**src/rtl/p2c_pkg.sv**
```systemverilog
`timescale 1ns / 1ps
// ----------------------------------------------------------------------------
// p2c_pkg
// Widths, constants, tables and helper functions shared by the parallax to
// Cartesian pipeline.
// ----------------------------------------------------------------------------
package p2c_pkg;

  localparam int CORDIC_STAGES = 24;

  localparam int PAR_W = 18;
  localparam int RA_W  = 31;
  localparam int DE_W  = 30;
  localparam int OUT_W = 28;

  // angle in Q30 before reduction, CORDIC datapath, trig outputs
  localparam int ANG_W  = 34;
  localparam int Z_W    = 33;
  localparam int XY_W   = 33;
  localparam int TRIG_W = 32;

  // divider: numerator and quotient bits, magnitude of parallax
  localparam int N_W  = 27;
  localparam int AP_W = 18;

  localparam int LAT_DIV   = N_W + 2;
  localparam int LAT_COR   = CORDIC_STAGES + 2;
  localparam int LAT_FRONT = (LAT_DIV > LAT_COR) ? LAT_DIV : LAT_COR;
  localparam int LAT_MUL   = 4;
  localparam int LAT_TOTAL = LAT_FRONT + LAT_MUL;

  localparam logic [N_W-1:0]          DIST_NUM    = 27'd83495936;
  localparam logic signed [OUT_W-1:0] OUT_MAX     = 28'sd83495936;
  localparam logic signed [ANG_W-1:0] PI_Q30      = 34'sd3373259426;
  localparam logic signed [ANG_W-1:0] HALF_PI_Q30 = 34'sd1686629713;
  localparam logic signed [ANG_W-1:0] TWO_PI_Q30  = 34'sd6746518852;
  localparam logic signed [XY_W-1:0]  GAIN_Q30    = 33'sd652032874;

  localparam logic [31:0] ATAN_Q30 [32] = '{
    32'h3243F6A8, 32'h1DAC6705, 32'h0FADBAFC, 32'h07F56EA6,
    32'h03FEAB76, 32'h01FFD55B, 32'h00FFFAAA, 32'h007FFF55,
    32'h003FFFEA, 32'h001FFFFD, 32'h000FFFFF, 32'h0007FFFF,
    32'h0003FFFF, 32'h0001FFFF, 32'h0000FFFF, 32'h00007FFF,
    32'h00003FFF, 32'h00001FFF, 32'h00000FFF, 32'h000007FF,
    32'h000003FF, 32'h000001FF, 32'h000000FF, 32'h0000007F,
    32'h0000003F, 32'h0000001F, 32'h0000000F, 32'h00000008,
    32'h00000004, 32'h00000002, 32'h00000001, 32'h00000000
  };

  typedef struct packed {
    logic                    zero;
    logic signed [OUT_W-1:0] dist_ly;
  } dist_t;

  function automatic logic signed [OUT_W-1:0] sat_out(input logic signed [33:0] v);
    logic signed [33:0] hi;
    logic signed [33:0] lo;
    hi = 34'(OUT_MAX);
    lo = -34'(OUT_MAX);
    if (v > hi) return OUT_MAX;
    if (v < lo) return -OUT_MAX;
    return OUT_W'(v);
  endfunction

endpackage

```
**src/rtl/p2c_div.sv**
```systemverilog
`timescale 1ns / 1ps
// ----------------------------------------------------------------------------
// p2c_div
// Pipelined restoring divider: distance = round(83495936 / |p|) with the
// sign of p, one quotient bit per stage.
// ----------------------------------------------------------------------------
module p2c_div (
  input  logic                              clk_i,
  input  logic                              en_i,
  input  logic signed [p2c_pkg::PAR_W-1:0]  parallax_i,
  output p2c_pkg::dist_t                    dist_o
);

  localparam int NW = p2c_pkg::N_W;
  localparam int AW = p2c_pkg::AP_W;

  logic [AW-1:0] rem_q  [NW+1];
  logic [NW-1:0] nq_q   [NW+1];
  logic [AW-1:0] ap_q   [NW+1];
  logic          neg_q  [NW+1];
  logic          zero_q [NW+1];
  p2c_pkg::dist_t dist_q;

  logic [AW-1:0] ap_d;
  logic [NW-1:0] num_d;

  always_comb begin
    ap_d  = parallax_i[AW-1] ? AW'(-parallax_i) : AW'(parallax_i);
    num_d = p2c_pkg::DIST_NUM + NW'(ap_d >> 1);
  end

  always_ff @(posedge clk_i) begin
    if (en_i) begin
      rem_q[0]  <= '0;
      nq_q[0]   <= num_d;
      ap_q[0]   <= ap_d;
      neg_q[0]  <= parallax_i[AW-1];
      zero_q[0] <= (parallax_i == '0);
    end
  end

  genvar k;
  generate
    for (k = 0; k < NW; k++) begin : g_step
      logic [AW:0]   t;
      logic          ge;
      logic [AW-1:0] rem_d;
      always_comb begin
        t     = {rem_q[k], nq_q[k][NW-1]};
        ge    = (t >= {1'b0, ap_q[k]});
        rem_d = ge ? AW'(t - {1'b0, ap_q[k]}) : t[AW-1:0];
      end
      always_ff @(posedge clk_i) begin
        if (en_i) begin
          rem_q[k+1]  <= rem_d;
          nq_q[k+1]   <= {nq_q[k][NW-2:0], ge};
          ap_q[k+1]   <= ap_q[k];
          neg_q[k+1]  <= neg_q[k];
          zero_q[k+1] <= zero_q[k];
        end
      end
    end
  endgenerate

  // apply the sign of the parallax
  always_ff @(posedge clk_i) begin
    if (en_i) begin
      dist_q.zero    <= zero_q[NW];
      dist_q.dist_ly <= neg_q[NW] ? -p2c_pkg::OUT_W'(nq_q[NW])
                                  : p2c_pkg::OUT_W'(nq_q[NW]);
    end
  end

  assign dist_o = dist_q;

endmodule

```
**config.mk**
```make
export PLATFORM = sky130hd
export DESIGN_NAME = p2c_div
export DESIGN_NICKNAME = d
export VERILOG_FILES = /design/src/rtl/p2c_pkg.sv /design/src/rtl/p2c_div.sv
export SDC_FILE = /design/constraint.sdc
export NUM_CORES = 2
export LEC_CHECK = 0
export ABC_CLOCK_PERIOD_IN_PS = 5500
export BUFFER_PORTS_ARGS = -buffer_cell sky130_fd_sc_hd__buf_2
export CAP_MARGIN = 10
export CORE_MARGIN = 3
export CORE_UTILIZATION = 35
export CTS_CLUSTER_SIZE = 14
export DETAILED_ROUTE_END_ITERATION = 12
export SYNTH_ARGS = -nofsm -noshare
export SYNTH_HDL_FRONTEND = slang
export SYNTH_SLANG_ARGS = --single-unit
```
**constraint.sdc**
```tcl
create_clock -name clk_i -period 5.5 [get_ports clk_i]
set_clock_uncertainty 0.1 [all_clocks]
set_input_delay 1.1 -clock clk_i [delete_from_list [all_inputs] [get_ports clk_i]]
set_output_delay 1.1 -clock clk_i [all_outputs]
set_load 0.05 [all_outputs]
```
Word-level counts from Yosys, hierarchy flattened --
Memories as Yosys holds them, arrays and structs flattened. A register that Yosys moved wholly into a read port is not among the register bits. Index checks and enable logic that the tools add are counted.
Storage, ports and cells: flip-flop bits (word level) 28, input port bits 20, memories 5, output and inout bits 29, logic and storage cells 96, bits in writable memories 1820
Cells by class: mux-type cells 31, add/subtract/negate cells 30, $lt $le $gt $ge 27, reduce and logical (&&, ||, !) cells 1
Memory list:
- nq_q | depth 28, width 27, rd ports 28, clocked after Yosys merged registers in 0, write ports 28, line p2c_div.sv:18 | logic [NW-1:0] nq_q [NW+1];
- ap_q | depth 28, width 18, rd ports 27, clocked after Yosys merged registers in 0, write ports 28, line p2c_div.sv:19 | logic [AW-1:0] ap_q [NW+1];
- rem_q | depth 28, width 18, rd ports 27, clocked after Yosys merged registers in 0, write ports 28, line p2c_div.sv:17 | logic [AW-1:0] rem_q [NW+1];
- neg_q | depth 28, width 1, rd ports 28, clocked after Yosys merged registers in 0, write ports 28, line p2c_div.sv:20 | logic neg_q [NW+1];
- zero_q | depth 28, width 1, rd ports 28, clocked after Yosys merged registers in 1, write ports 28, line p2c_div.sv:21 | logic zero_q [NW+1];
Operator list (count):
- greater-or-equal comparator 19 x 18 -> 1 bit | 27
- 2-to-1 mux 18 bit | 28
- subtractor 18 bit | 27
- negator 27 -> 28 bit | 1
- adder 27 x 17 -> 27 bit, first input constant | 1
- 2-to-1 mux 27 bit | 1
- logical NOT 18 bit | 1
- negator 18 bit | 1
- 2-to-1 mux 1 bit | 2

Longest topological paths before layout --
word-level depth 3, gate-level depth with buffers 13, gate-level depth less buffers 12

Worst setup path before layout --
No wires, ideal clock.
path type register to register, start memory rem_q[0][36] (netlist name), end memory rem_q[0][69] (netlist name), data pin, library setup time 0.260 ns, clock period less this slack 3.490 ns, arrival 3.131 ns, buffers on the path 1, path slack 2.010 ns, cell stages (with the launch flop) 11, cells stage by stage edfxtp_1 ha_1 nor2b_1 o31a_1 o41a_1 a2111o_1 a31o_1 a21o_1 a41oi_4 buf_6 mux2_2
RTL lines (line):
- from (decl) | p2c_div.sv:17

==> metrics <==
Startpoint Class=register; pin count of the biggest net entering global routing=167; crit-path leading delay family=compound AO/OA/AOI/OAI gates; top_reg_cell synth=edfxtp_1; Root Buffer=clkbuf_16; Hold Path Sink=nq_q[0][167]; detailed-route via count=roughly 43k; Die Wd=approximately 470 um; CP Data Required Time=5.91 ns; die area=0.2202 mm^2; DR iter-0 viols=roughly 2.4k; RSZ-0062 raised after global routing=false; r2r setup slk=around 1.5 ns; Slew Viols, Final=0; Setup Viol. Count Final=0; syn avg cell area=about 13 um^2; Tmin final=about 4.0 ns; FFs w/ async S/R, synth=0%; max_slew headroom=between 10% and 20%; core box area=approximately 0.21 mm^2; crit-path max FO=26; Hold Startpoint=nq_q[0][139]; Die Ht=approximately 470 um; placer congestion estimate=roughly 0.89; Hold Crit Class=reg2reg; final worst path period share=73.44%; initial cell density of the core=between 30% and 40%; Distinct cells, synth=a little under 90; placed cells=about 8.5k; Initial DRT Pass Iterations=5; worst hold path depth=0; Post-DRT Antenna Nets=0; Reg2Reg Depth=10; CTS tree=yes; final wirelength=roughly 140 mm; IO Pins=between 40 and 50; nets=between 6k and 7k; Residual DRC=0; crit path cell chain=inv_1 > ha_1 > inv_1 > fa_1 > a21o_1 > a21o_1 > a221oi_1 > o221ai_1 > o21ai_2 > mux2_2; aggregate global routing overflow=0; Via density=between 4 and 5; Worst Setup End Kind=register; WL/cell=between 15 and 20 um; gr usage total=roughly 13%; Hold Buf Count CTS=0; Seq cells post-synth=roughly 1.5k; antenna violations before repair=5; worst slew pin tran=1.230 ns; Worst IR Drop VDD=about 0.00034 V; Std-Cell Rows=169; Port Buffer Count=48; crit path DAT=4.45 ns; cell count after synthesis=approximately 5.6k; Setup TNS=0 ns; number of synthesized flops with an enable pin=around 1.5k; crit path max-delay cell type=o21ai_2; crit path kind=reg2reg; reg2reg start=rem_q[0][72]; post-layout util=about two fifths; Reg clk slew, reported paths=approximately 0.060 ns; clk buf depth=3; Power Density=about 550 mW/mm^2; number of global-route vias before repair=44.58k; Clk Latency, worst-skew pair=about 0.8 ns; Resized Gates After CTS=0; Finished Layout Cells=just under 9k; Max-Cap Viols=0; TritonCTS Sinks=around 1.5k; status=complete, no violations; synth warn=0; Seq/Total Area, Yosys=around three fifths; # Post-CTS Setup Buffers=0; r2r endpoint=rem_q[0][92]; Buf/Inv on CP=2; Area growth syn-to-layout=12.50%; CTS Buf Count=~170; Final Hold Viols=0; max incr delay on CP=between 0.8 and 0.9 ns; Synth Cell Area=0.07513 mm^2; cell leakage power=roughly 33 nW; H-Tree Depth=4; first-pass GRT wire length=233.3 mm; HPWL Detailed=just over 100 mm; Max Freq=~250 MHz; share of layout cells above drive strength 1=11.78%
## area by class of cell
| cell class | count | area (um^2) |
|---|---|---|
| Antenna cell | 4 | 10.01 |
| Clock buffer | 197 | 4292 |
| Clock inverter | 104 | 1125 |
| Fill cell | 19797 | 128200 |
| Inverter | 611 | 2293 |
| Multi-Input combinational cell | 3443 | 26540 |
| Sequential cell | 1534 | 46060 |
| Tap cell | 2821 | 3530 |
| Timing Repair Buffer | 86 | 665.6 |
## layer usage
metal	vias up	GRT usage, %	part of all wire, %
met5	-	0	0.0084
met4	2	4.890	3.3
met3	280	2.318	3.5
met2	658	23.22	51
met1	20885	15.24	42
li1	21504	-	-
## per-stage QoR
| step | power (mW) | hold WS [ns] | cell area (um^2) | setup slack (ns) |
|---|---|---|---|---|
| 3_5_place_dp | 35.92 | 0.3045 | 79090 | 1.518 |
| 3_3_place_gp | 35.53 | 0.3005 | 79090 | 1.563 |
| 4_1_cts | 47.31 | 0.3006 | 84510 | 1.483 |
| 2_1_floorplan | 31.70 | 0.3003 | 75160 | 2.010 |
| 5_1_grt | 50.17 | 0.3069 | 84520 | 1.145 |
| 6_report | 46.90 | 0.3033 | 84520 | 1.461 |
## cells by family after synthesis
logic type | Yosys count | share of synthesized area, %
AO/OA/AOI/OAI | 1173 | 10.38
XOR/XNOR | 366 | 4.267
adder cells (fa/ha/maj) | 492 | 8.444
buffers and inverters | 678 | 3.429
flip-flops | 1534 | 61.32
multiplexers | 356 | 5.279
other | 2 | 0.009996
AND/OR/NAND/NOR | 1046 | 6.872
## Yosys cell counts (all sizes together), types with 30 or more instances
cell type | count | area share (%)
o21bai | 42 | 0.42
nand2b | 43 | 0.36
nand4 | 67 | 0.56
a31oi | 35 | 0.31
nor2b | 53 | 0.44
ha | 467 | 7.8
and3 | 30 | 0.25
a211oi | 57 | 0.58
or3 | 37 | 0.31
nor3 | 97 | 0.65
nand3 | 71 | 0.47
mux2 | 322 | 4.8
o31ai | 39 | 0.39
xnor2 | 257 | 3.0
o21a | 56 | 0.56
nand2 | 224 | 1.1
mux2i | 34 | 0.45
o21ai | 214 | 1.4
nor2 | 298 | 1.5
edfxtp | 1534 | 61
clkbuf | 48 | 0.24
a21o | 182 | 1.8
inv | 610 | 3.0
xor2 | 109 | 1.3
a21oi | 325 | 2.2
## sequential cells by signal, summed over array words and instances (netlist names)
name    count
neg_q      28
ap_q      486
dist_o     29
zero_q     28
nq_q      495
rem_q     468
## how the worst max path moves through the flow
stage	start	endpoint	slack (ns)	depth (start not counted)
4_1_cts	rem_q[0][72]	rem_q[0][92]	1.48	10
2_1_floorplan	rem_q[0][36]	rem_q[0][69]	2.01	10
3_3_place_gp	rem_q[0][72]	rem_q[0][92]	1.56	10
3_5_place_dp	rem_q[0][234]	rem_q[0][258]	1.52	9
6_report	rem_q[0][72]	rem_q[0][92]	1.46	10
5_1_grt	rem_q[0][236]	rem_q[0][258]	1.14	9
## worst reg2reg max path: cells and delay by family, from the launching register on
kind	cells	cell delay, ns
AOI/OAI and AO/OA	5	2.13
adders and majority gates	2	0.57
muxes	1	0.43
DFF	1	0.40
buffers and inverters	2	0.14
## power breakdown
part           leakage (nW)  total, mW  switching, mW  internal, mW
registers              15.0       17.9           1.38          16.5
logic                  15.0       18.0           9.54          8.48
clock network          2.63       11.0           4.57          6.45
## cells in the final DEF (no fill, tap or decap), drive strengths merged, types with 15 or more instances in the layout
cell type	Yosys	layout
o21bai	42	42
o211ai	29	29
nand2b	43	43
xnor2	257	257
inv	610	617
nor3	97	97
a211oi	57	57
o21a	56	56
mux2	322	322
or3	37	37
a31oi	35	35
o31ai	39	39
nor2	298	298
nor4	26	26
o21ai	214	214
nor2b	53	53
nand2	224	224
edfxtp	1534	1534
xor2	109	109
and3	30	30
a21boi	17	17
a21oi	325	325
nand4	67	67
ha	467	467
nor3b	17	17
or2	24	24
clkinv	1	74
nand3	71	71
a21o	182	182
mux2i	34	34
buf	19	86
o41ai	22	22
bufinv	0	18
fa	25	25
clkbuf	48	197
a2111oi	15	15
Note: power is estimated with default switching activity, not from simulation.
